===== src/hdl/hlse_pkg.sv =====
`default_nettype none

package hlse_pkg;

    localparam logic OP_LOAD = 1'b0;
    localparam logic OP_CHAR = 1'b1;

    localparam logic MODE_EMBED   = 1'b0;
    localparam logic MODE_EXTRACT = 1'b1;

    localparam logic [7:0] CH_NL    = 8'h0A;
    localparam logic [7:0] CH_TAB   = 8'h09;
    localparam logic [7:0] CH_CR    = 8'h0D;
    localparam logic [7:0] CH_SPACE = 8'h20;
    localparam logic [7:0] CH_X     = 8'h58;
    localparam logic [7:0] CH_ZERO  = 8'h30;
    localparam logic [7:0] CH_LA    = 8'h61;
    localparam logic [7:0] CH_LF    = 8'h66;
    localparam logic [7:0] CH_UA    = 8'h41;
    localparam logic [7:0] CH_UF    = 8'h46;
    localparam logic [7:0] CH_NINE  = 8'h39;

    typedef enum logic [1:0] {
        K_LOAD = 2'd0,
        K_PASS = 2'd1,
        K_SLOT = 2'd2
    } t_kind;

    typedef struct packed {
        t_kind      kind;
        logic [7:0] ch;
        logic [7:0] pay;
        logic [3:0] val;
        logic       bad;
    } t_cmd;

    typedef struct packed {
        logic [7:0] out_char;
        logic       char_valid;
        logic       bit_slot;
        logic       load_refused;
        logic       payload_done;
        logic       starved;
        logic       bad_digit;
        logic       got_valid;
        logic [7:0] got_byte;
        logic       line_end;
    } t_result;

    // {bad, value}; a non-hex character reads as value 0xF
    function automatic logic [4:0] hex_value(input logic [7:0] ch);
        logic [4:0] r;
        r = {1'b1, 4'hF};
        if (ch >= CH_ZERO && ch <= CH_NINE) begin
            r = {1'b0, 4'(ch - CH_ZERO)};
        end else if (ch >= CH_LA && ch <= CH_LF) begin
            r = {1'b0, 4'(ch - CH_LA + 8'd10)};
        end else if (ch >= CH_UA && ch <= CH_UF) begin
            r = {1'b0, 4'(ch - CH_UA + 8'd10)};
        end
        return r;
    endfunction

    function automatic logic [7:0] hex_digit(input logic [3:0] v);
        logic [7:0] r;
        if (v < 4'd10) begin
            r = CH_ZERO + {4'h0, v};
        end else begin
            r = CH_LA + {4'h0, v} - 8'd10;
        end
        return r;
    endfunction

    function automatic logic is_space(input logic [7:0] ch);
        return (ch == CH_NL) || (ch == CH_TAB) || (ch == CH_CR) || (ch == CH_SPACE);
    endfunction

endpackage

`default_nettype wire


===== src/hdl/hlse_front.sv =====
`default_nettype none

module hlse_front (
    input  wire              i_clk,
    input  wire              i_rst_n,
    input  wire              i_accept,
    input  wire              i_opcode,
    input  wire  [7:0]       i_char,
    input  wire  [7:0]       i_pay,
    output hlse_pkg::t_cmd   o_cmd
);
    import hlse_pkg::*;

    logic       r_pair_phase;
    logic       n_pair_phase;
    logic [4:0] hv;

    assign hv = hex_value(i_char);

    always_comb begin
        n_pair_phase = r_pair_phase;
        o_cmd.ch     = i_char;
        o_cmd.pay    = i_pay;
        o_cmd.val    = hv[3:0];
        o_cmd.bad    = hv[4];
        if (i_opcode == OP_LOAD) begin
            o_cmd.kind = K_LOAD;
        end else if (is_space(i_char)) begin
            o_cmd.kind = K_PASS;
        end else if (!r_pair_phase) begin
            o_cmd.kind   = K_PASS;
            n_pair_phase = 1'b1;
        end else begin
            o_cmd.kind   = K_SLOT;
            n_pair_phase = 1'b0;
        end
    end

    always_ff @(posedge i_clk) begin
        if (!i_rst_n) begin
            r_pair_phase <= 1'b0;
        end else if (i_accept) begin
            r_pair_phase <= n_pair_phase;
        end
    end

endmodule

`default_nettype wire


===== src/hdl/hlse_queue.sv =====
`default_nettype none

module hlse_queue (
    input  wire                    i_clk,
    input  wire                    i_rst_n,
    input  wire                    i_push,
    input  wire  hlse_pkg::t_cmd   i_cmd,
    output logic                   o_full,
    input  wire                    i_pop,
    output logic                   o_valid,
    output hlse_pkg::t_cmd         o_cmd
);
    import hlse_pkg::*;

    t_cmd       r_mem [2];
    logic       r_wr_ptr;
    logic       r_rd_ptr;
    logic [1:0] r_count;

    assign o_full  = (r_count == 2'd2);
    assign o_valid = (r_count != 2'd0);
    assign o_cmd   = r_mem[r_rd_ptr];

    always_ff @(posedge i_clk) begin
        if (i_push) begin
            r_mem[r_wr_ptr] <= i_cmd;
        end
    end

    always_ff @(posedge i_clk) begin
        if (!i_rst_n) begin
            r_wr_ptr <= 1'b0;
            r_rd_ptr <= 1'b0;
            r_count  <= 2'd0;
        end else begin
            if (i_push) begin
                r_wr_ptr <= ~r_wr_ptr;
            end
            if (i_pop) begin
                r_rd_ptr <= ~r_rd_ptr;
            end
            if (i_push && !i_pop) begin
                r_count <= r_count + 2'd1;
            end else if (i_pop && !i_push) begin
                r_count <= r_count - 2'd1;
            end
        end
    end

endmodule

`default_nettype wire


===== src/hdl/hlse_back.sv =====
`default_nettype none

module hlse_back (
    input  wire                i_clk,
    input  wire                i_rst_n,
    input  wire                i_cfg_we,
    input  wire                i_cfg_wdata,
    input  wire                i_cmd_valid,
    input  wire hlse_pkg::t_cmd i_cmd,
    output logic               o_pop,
    output logic               o_valid,
    input  wire                i_stall,
    output hlse_pkg::t_result  o_res
);
    import hlse_pkg::*;

    logic       r_mode;
    logic [2:0] r_bit_pos;
    logic [2:0] n_bit_pos;
    logic [7:0] r_shift;
    logic [7:0] n_shift;
    logic       r_pending;
    logic       n_pending;
    logic [7:0] r_gather;
    logic [7:0] n_gather;
    logic       r_valid;
    t_result    r_res;
    t_result    n_res;

    assign o_pop   = i_cmd_valid && (!r_valid || !i_stall);
    assign o_valid = r_valid;
    assign o_res   = r_res;

    always_comb begin
        n_bit_pos = r_bit_pos;
        n_shift   = r_shift;
        n_pending = r_pending;
        n_gather  = r_gather;
        n_res     = '0;
        unique case (i_cmd.kind)
            K_LOAD: begin
                if (r_mode == MODE_EMBED) begin
                    if (r_pending) begin
                        n_res.load_refused = 1'b1;
                    end else begin
                        n_shift   = i_cmd.pay;
                        n_pending = 1'b1;
                        n_bit_pos = 3'd0;
                    end
                end
            end
            K_PASS: begin
                n_res.out_char   = i_cmd.ch;
                n_res.char_valid = 1'b1;
            end
            K_SLOT: begin
                n_res.out_char   = i_cmd.ch;
                n_res.char_valid = 1'b1;
                n_res.bit_slot   = 1'b1;
                n_res.bad_digit  = i_cmd.bad;
                n_bit_pos        = r_bit_pos + 3'd1;
                if (r_mode == MODE_EMBED) begin
                    if (!r_pending) begin
                        n_res.starved = 1'b1;
                        n_bit_pos     = r_bit_pos;
                    end else begin
                        n_shift        = {r_shift[6:0], 1'b0};
                        n_res.out_char = i_cmd.bad ? CH_X
                                       : hex_digit({i_cmd.val[3:1], r_shift[7]});
                        if (r_bit_pos == 3'd7) begin
                            n_res.payload_done = 1'b1;
                            n_pending          = 1'b0;
                        end
                    end
                end else begin
                    n_gather = {r_gather[6:0], i_cmd.val[0]};
                    if (r_bit_pos == 3'd7) begin
                        n_res.got_valid = 1'b1;
                        n_res.got_byte  = n_gather;
                        n_res.line_end  = (n_gather == CH_NL);
                        n_gather        = 8'h00;
                    end
                end
            end
            default: begin
            end
        endcase
    end

    always_ff @(posedge i_clk) begin
        if (!i_rst_n) begin
            r_mode    <= MODE_EMBED;
            r_bit_pos <= 3'd0;
            r_shift   <= 8'h00;
            r_pending <= 1'b0;
            r_gather  <= 8'h00;
            r_valid   <= 1'b0;
        end else begin
            if (i_cfg_we) begin
                r_mode    <= i_cfg_wdata;
                r_bit_pos <= 3'd0;
                r_shift   <= 8'h00;
                r_pending <= 1'b0;
                r_gather  <= 8'h00;
            end else if (o_pop) begin
                r_bit_pos <= n_bit_pos;
                r_shift   <= n_shift;
                r_pending <= n_pending;
                r_gather  <= n_gather;
            end
            if (o_pop) begin
                r_valid <= 1'b1;
            end else if (!i_stall) begin
                r_valid <= 1'b0;
            end
        end
    end

    always_ff @(posedge i_clk) begin
        if (o_pop) begin
            r_res <= n_res;
        end
    end

endmodule

`default_nettype wire


===== src/hdl/hex_lsb_stego_embed_extract_core.sv =====
// Hex-text LSB embed/extract core. Items are either payload-byte loads
// (opcode 0) or carrier characters (opcode 1); every accepted item yields
// exactly one result item. Whitespace passes through; the second non-space
// character of each pair carries one hidden bit. Throughput is one item per
// clock while the output is not stalled: the front classifier feeds a
// two-entry queue, and the back end updates the bit state and registers the
// result. Write the mode register only while the core is idle; a write
// clears the bit state but keeps the pair phase.
`default_nettype none

module hex_lsb_stego_embed_extract_core (
    input  wire        i_clk,
    input  wire        i_rst_n,
    input  wire        i_cfg_we,
    input  wire        i_cfg_wdata,
    input  wire        i_in_valid,
    output logic       o_in_stall,
    input  wire        i_opcode,
    input  wire  [7:0] i_carrier_char,
    input  wire  [7:0] i_payload_byte,
    output logic       o_out_valid,
    input  wire        i_out_stall,
    output logic [7:0] o_out_char,
    output logic       o_char_valid,
    output logic       o_bit_slot,
    output logic       o_load_refused,
    output logic       o_payload_done,
    output logic       o_starved,
    output logic       o_bad_digit,
    output logic       o_got_valid,
    output logic [7:0] o_got_byte,
    output logic       o_line_end
);
    import hlse_pkg::*;

    logic    accept;
    logic    q_full;
    logic    q_valid;
    logic    pop;
    t_cmd    f_cmd;
    t_cmd    q_cmd;
    t_result res;

    assign o_in_stall = q_full;
    assign accept     = i_in_valid && !q_full;

    hlse_front u_front (
        .i_clk   (i_clk),
        .i_rst_n (i_rst_n),
        .i_accept(accept),
        .i_opcode(i_opcode),
        .i_char  (i_carrier_char),
        .i_pay   (i_payload_byte),
        .o_cmd   (f_cmd)
    );

    hlse_queue u_queue (
        .i_clk  (i_clk),
        .i_rst_n(i_rst_n),
        .i_push (accept),
        .i_cmd  (f_cmd),
        .o_full (q_full),
        .i_pop  (pop),
        .o_valid(q_valid),
        .o_cmd  (q_cmd)
    );

    hlse_back u_back (
        .i_clk      (i_clk),
        .i_rst_n    (i_rst_n),
        .i_cfg_we   (i_cfg_we),
        .i_cfg_wdata(i_cfg_wdata),
        .i_cmd_valid(q_valid),
        .i_cmd      (q_cmd),
        .o_pop      (pop),
        .o_valid    (o_out_valid),
        .i_stall    (i_out_stall),
        .o_res      (res)
    );

    assign o_out_char     = res.out_char;
    assign o_char_valid   = res.char_valid;
    assign o_bit_slot     = res.bit_slot;
    assign o_load_refused = res.load_refused;
    assign o_payload_done = res.payload_done;
    assign o_starved      = res.starved;
    assign o_bad_digit    = res.bad_digit;
    assign o_got_valid    = res.got_valid;
    assign o_got_byte     = res.got_byte;
    assign o_line_end     = res.line_end;

endmodule

`default_nettype wire


===== config.mk =====
export PLATFORM = sky130hd
export DESIGN_NAME = hex_lsb_stego_embed_extract_core
export DESIGN_NICKNAME = d
export VERILOG_FILES = /design/src/hdl/hlse_pkg.sv /design/src/hdl/hlse_front.sv /design/src/hdl/hlse_queue.sv /design/src/hdl/hlse_back.sv /design/src/hdl/hex_lsb_stego_embed_extract_core.sv
export SDC_FILE = /design/constraint.sdc
export NUM_CORES = 1
export LEC_CHECK = 0
export BUFFER_PORTS_ARGS = -buffer_cell sky130_fd_sc_hd__buf_2
export CAP_MARGIN = 30
export CORE_AREA = 2 2 90 92
export DETAILED_ROUTE_END_ITERATION = 16
export DIE_AREA = 0 0 92 94
export PLACE_DENSITY = 0.76
export RECOVER_POWER = 25
export SETUP_SLACK_MARGIN = 0.15
export SYNTH_ARGS = -nofsm -noshare
export SYNTH_HDL_FRONTEND = slang
export SYNTH_SLANG_ARGS = --single-unit

===== constraint.sdc =====
create_clock -name i_clk -period 7.1 [get_ports i_clk]
set_input_delay 1.065 -clock i_clk [delete_from_list [all_inputs] [get_ports i_clk]]
set_output_delay 1.065 -clock i_clk [all_outputs]
set_load 0.02 [all_outputs]

== Yosys cells after proc, flatten, opt, wreduce, memory -nomap -nowiden ==
Memory sizes are Yosys's and may differ from the RTL's. A register that Yosys moved wholly into a read port is not among the register bits.
Index checks and enable logic that the tools add are counted.

* Bits in read-only memories: 0
* Register bits after elaboration: 50
* Output and inout bits: 26
* Memories kept: 1
* Bits of input ports: 23
* Logic and storage cells: 133
* Bits in latches: 0
* Bits in writable memories: 46

* Equal/unequal tests: 15
* Add/subtract/negate cells: 11
* Bitwise gates (word level): 7
* Mux-type cells: 41
* Div/mod/pow operators: 0
* Order comparisons: 7
* Shifts and indexed selects: 0
* Reduce and logical (&&, ||, !) cells: 31
* $mul: 0

{| class="wikitable"
|+ Memory list
! memory !! words !! width !! rd ports !! clocked after memory_dff !! write ports !! line !! text
|-
| u_queue.r_mem || 2 || 23 || 1 || 1 || 1 || hlse_queue.sv:15 || <nowiki>t_cmd r_mem [2];</nowiki>
|}

{| class="wikitable"
|+ Operators with widths
! operator !! number
|-
| $mux W8 || 8
|-
| $eq A8 B4 Y1 const B || 4
|-
| $pmux W9 S2 || 1
|-
| $ge A8 B7 Y1 const B || 2
|-
| $le A8 B7 Y1 const B || 2
|-
| $pmux W8 S2 || 1
|-
| $mux W1 || 15
|-
| $mux W5 || 3
|-
| $mux W3 || 4
|-
| $sub A4 B1 Y4 const B || 3
|-
| $mux W10 || 1
|-
| $mux W2 || 5
|-
| $reduce_and A3 Y1 || 3
|-
| $add A4 B4 Y4 const B || 2
|-
| $add A7 B4 Y8 const A || 1
|-
| $eq A8 B6 Y1 const B || 1
|-
| $ge A8 B6 Y1 const B || 1
|-
| $le A8 B6 Y1 const B || 1
|-
| $sub A8 B4 Y8 const B || 1
|-
| $add A6 B4 Y7 const A || 1
|-
| $logic_and A1 B1 Y1 || 7
|-
| $mux W7 || 1
|-
| $not A1 Y1 || 7
|-
| $ne A2 B2 Y1 const B || 3
|-
| 21 further kinds || 34
|}

== Depth between registers and ports, before layout ==
* Depth after elaboration: 7
* Mapped depth: 12
* Gate-level depth less buffers: 7

== By module ==
From an unflattened synthesis, not the netlist that was laid out.

* Cell total of the unflattened synthesis: 333
* Area, all modules: 4,352.9 um2

{| class="wikitable"
|+ Modules (own cells, without submodules)
! module !! cells an instance !! area each (um2) !! instances !! sequential area each (um2)
|-
| hlse_back || 186 || 2,052.0 || 1 || 1,141.1
|-
| hlse_queue || 93 || 1,876.8 || 1 || 1,481.4
|-
| hlse_front || 53 || 410.4 || 1 || 20.0
|-
| hex_lsb_stego_embed_extract_core || 1 || 13.8 || 1 || 0.0
|}

== Worst setup path after synthesis ==
Ideal clock, no wire load.

* Path kind: input-to-reg
* Start: in i_in_valid
* End: mem u_queue.r_mem[0][0] in the netlist's numbering (enable)
* Path buffers: 0
* Arrival: 2,153 ps
* Data required time: 6,697 ps
* Path slack: 4,544 ps
* Stages: 2
* Setup time: 403 ps
* Cells stage by stage: nand2_1 -> nor2_1

* Longest elaborated chain between the ends: 3

{| class="wikitable"
|+ Ends and longest elaborated chain
! element !! line !! text
|-
| from (decl) || hex_lsb_stego_embed_extract_core.sv:16 || <nowiki>input wire i_in_valid,</nowiki>
|-
| $logic_and A1 B1 Y1 || hex_lsb_stego_embed_extract_core.sv:45 || <nowiki>assign accept = i_in_valid && !q_full;</nowiki>
|-
| $mux W1 || hlse_queue.sv:25 || <nowiki>if (i_push) begin</nowiki>
|-
| $mux W1 (implied by the code) || hlse_queue.sv:26 || <nowiki>r_mem[r_wr_ptr] <= i_cmd;</nowiki>
|-
| to (decl) || hlse_queue.sv:15 ||
|}

No other way between the ends.

==> flow_summary_export.csv <==
group,metric,value,unit
outcome,status,"completed",
power_and_ir_drop,p_sw_share,34.9,%
synthesis,synthCells,327,
timing,finalSetupViolations,0,
timing,whs,475,ps
die,dieWidth,92,um
grt,grt_usage,17.8,%
grt,grt_max_degree,35,
synthesis,async_flop_share,0,%
die,io_pins,49,
worst_setup_path,path_max_fanout,34,
timing,finalCritPeriodShare,45.3,%
synthesis,synth_top_area_cell,"edfxtp_1",
synthesis,syn-cell-area,4190,sq um
cells_and_area,multi_input_area,1440,sq um
die,row_count,32,
timing,tightest_slew,1130,ps
grt,grt_pass1_vias,2528,
clock_network,post_cts_buffers,0,
worst_setup_path,critical-path-top-delay-family,"multiplexers",
clock_network,ctsHtreeMaxLevel,3,
place,place_hpwl,5110,um
power_and_ir_drop,clkPwrFrac,19.7,%
clock_network,clock_latency,350,ps
cells_and_area,diodes,0,
die,start_util,55.1,%
worst_setup_path,startpoint_type,"register",
timing,max_freq,311,MHz
clock_network,cts.repair.resized,0,
clock_network,numClockSinks,97,
cells_and_area,nNetsFinal,411,
timing,rsz0062_at_grt,"no",
synthesis,synthDistinctLibCells,50,
worst_setup_path,critPathKind,"reg -> reg",
clock_network,clk_pin_slew,100,ps
worst_setup_path,path_cells,"buf_4 -> mux2i_1 -> inv_1 -> ha_1 -> mux2_1 -> nor4_2 -> buf_4 -> mux2i_1 -> nor2_1",
die,fp.coreArea,7610,sq um
synthesis,postSynthAreaPerCell,12.8,sq um
detailed_routing,vias,2607,
clock_network,postCtsHoldBufs,0,
worst_setup_path,max_stage_delay,530,ps
worst_setup_path,critPathSlowestCell,"ha_1",
worst_setup_path,arrival,3430,ps
clock_network,clk_path_buf_depth,2,
worst_setup_path,critPathBufInv,3,
synthesis,syn_nets,361,
power_and_ir_drop,internal-power,1.07,mW
detailed_routing,first_pass_iters,5,
die,die_height,94,um
synthesis,synth_edf_count,70,
job,drv_cap,0,
die,dieArea,8650,sq um
detailed_routing,viasPerCell,5.39,
grt,grt_overflow,0,
power_and_ir_drop,p_per_area,351,nW/um^2
worst_setup_path,required,7320,ps
synthesis,synth_flop_cell,"edfxtp_1",
timing,hold_viol,0,
detailed_routing,wl_per_cell,14.9,um
synthesis,ys_seq_elements,97,
cells_and_area,area_delta_synth_final,11.9,%
synthesis,yosysTopAreaCellShare,50.1,%
power_and_ir_drop,total_leakage_power,1.70,nW
clock_network,clock-root-buffer,"clkbuf_8",
synthesis,synth_seq_area_share,63.0,%
power_and_ir_drop,combPwrFrac,32.3,%
detailed_routing,drc_errors,0,
place,dpl_cell_area,4550,sq um
grt,antenna_found_initial,0,
timing,fin_worst_skew,12.9,ps
worst_hold_path,hp-class,"reg -> reg",
power_and_ir_drop,p_sw,575,uW
timing,fin_tns_setup,0,ps
timing,slew_violations,0,
timing,period_needed,3210,ps
power_and_ir_drop,vdd_ir_drop_max,0.172,mV
detailed_routing,routed_wl,7220,um
grt,grt_pass1_wl,11700,um
clock_network,tritoncts,"done",
place,place_congestion,0.834,
synthesis,yosys_warnings,0,
timing,relSlewSlack,24.3,%
power_and_ir_drop,pwr-share-seq,48.0,%
detailed_routing,drtAntennaViolNets,0,
cells_and_area,drive_gt1_share,15.7,%
detailed_routing,drtIter0Drc,133,
synthesis,synthTopCellsByArea,"edfxtp_1 (50%), dfxtp_1 (13%), mux2i_1 (7.6%)",
cells_and_area,post-route-cell-area,4690,sq um
clock_network,cts_buffers,9,
worst_setup_path,critPathCaptureType,"register",
cells_and_area,fill_cells,618,
place,portBuffers,48,
cells_and_area,layout.area.seq,2640,sq um
==> registers in the layout (all words and copies together) (netlist names), named ones only <==
signal,count
u_back.o_res,24
u_queue.r_wr_ptr,1
u_back.r_mode,1
u_back.r_shift,8
u_queue.r_count,2
u_front.r_pair_phase,1
u_back.o_valid,1
u_back.r_gather,7
u_queue.r_mem,46
u_back.r_pending,1
u_queue.r_rd_ptr,1
u_back.r_bit_pos,3
==> cells in the final DEF (no fill, tap or decap), drive strengths merged, types with 2 or more instances in the layout <==
master,count
a21boi,2
a21oi,14
a31oi,2
and2,14
and3,6
buf,37
clkbuf,25
clkinv,2
dfxtp,27
edfxtp,70
ha,11
inv,15
mux2,4
mux2i,32
nand2,28
nand2b,4
nand3,6
nand3b,6
nand4b,2
nor2,14
nor2b,8
nor3,3
nor4bb,2
o21ai,15
o22ai,5
o31ai,2
or3,2
or4b,3
xnor2,4
==> power by group through the flow <==
stage	registers [mW]	clock network [mW]	logic, mW
global placement	0.803	0	0.516
detailed placement	0.805	0	0.540
CTS	0.792	0.334	0.543
finish	0.790	0.324	0.533
floorplan	0.872	0	0.319
global route	0.800	0.356	0.583
==> tightest hold or removal path, cell delays in order, from the launching register on <==
cell	delay [ps]
dfxtp_1	330
nand2_1	60
a21oi_1	50
==> layout make-up <==
class / instances / share of cell area (%)
clock buffers: 10 / 2.72
clock inverters: 6 / 1.09
inverters: 12 / 0.960
multi-input cells: 205 / 30.7
flip-flops and latches: 97 / 56.3
well taps: 102 / 2.72
repair buffers: 52 / 5.47
==> cells by family after synthesis <==
group	Yosys count	share of synthesized area (%)
flops	97	63.0
xor+xnor	5	1.04
compound gates	50	7.64
fa+ha+maj	11	3.28
buf+inv	25	2.60
simple gates	103	13.6
mux	36	8.80
==> stage by stage <==
step | setup slack [ps] | power [mW] | util (%) | std cells
2_1_floorplan | 4540 | 1.19 | - | 327
3_3_place_gp | 3800 | 1.32 | 59.3 | 465
3_5_place_dp | 3910 | 1.34 | 59.8 | 468
4_1_cts | 3910 | 1.67 | 62.2 | 484
5_1_grt | 3610 | 1.74 | 61.7 | 484
6_report | 3890 | 1.65 | 61.7 | 484
==> cell usage after synthesis, types with 2 or more instances <==
library cell / count
a31oi_1: 2
mux2_2: 2
nor2_1: 14
nor3_1: 3
xnor2_1: 4
nand2b_1: 4
clkbuf_1: 6
nand3b_1: 6
o31ai_1: 2
edfxtp_1: 70
nor2b_1: 8
nand3_1: 6
o21ai_0: 15
or3_1: 2
inv_1: 11
mux2i_1: 32
buf_2: 3
o22ai_1: 5
nor4bb_1: 2
ha_1: 11
and2_1: 14
buf_4: 3
and3_1: 6
dfxtp_1: 27
nand4b_1: 2
nand2_1: 28
a21oi_1: 14
or4b_1: 3
==> metal layers <==
layer / vias to the layer above / global-route usage (%) / routed length [um]
met5: - / 0 / 0
met2: 57 / 31.0 / 3640
met3: 4 / 3.69 / 258
li1: 1302 / - / -
met1: 1244 / 22.1 / 3280
met4: 0 / 6.34 / 41
==> path summary, 6_finish.rpt <==
path                      start                  to  slack, ps  cells after the start
max reg2reg            register   u_back.r_shift[2]       3890                      9
min reg2reg  u_back.r_gather[6]  u_back.r_gather[6]        480                      2
min          u_back.r_gather[6]  u_back.r_gather[6]        480                      2
max                    register   u_back.r_shift[2]       3890                      9
Power figures use the tool's default switching activity.
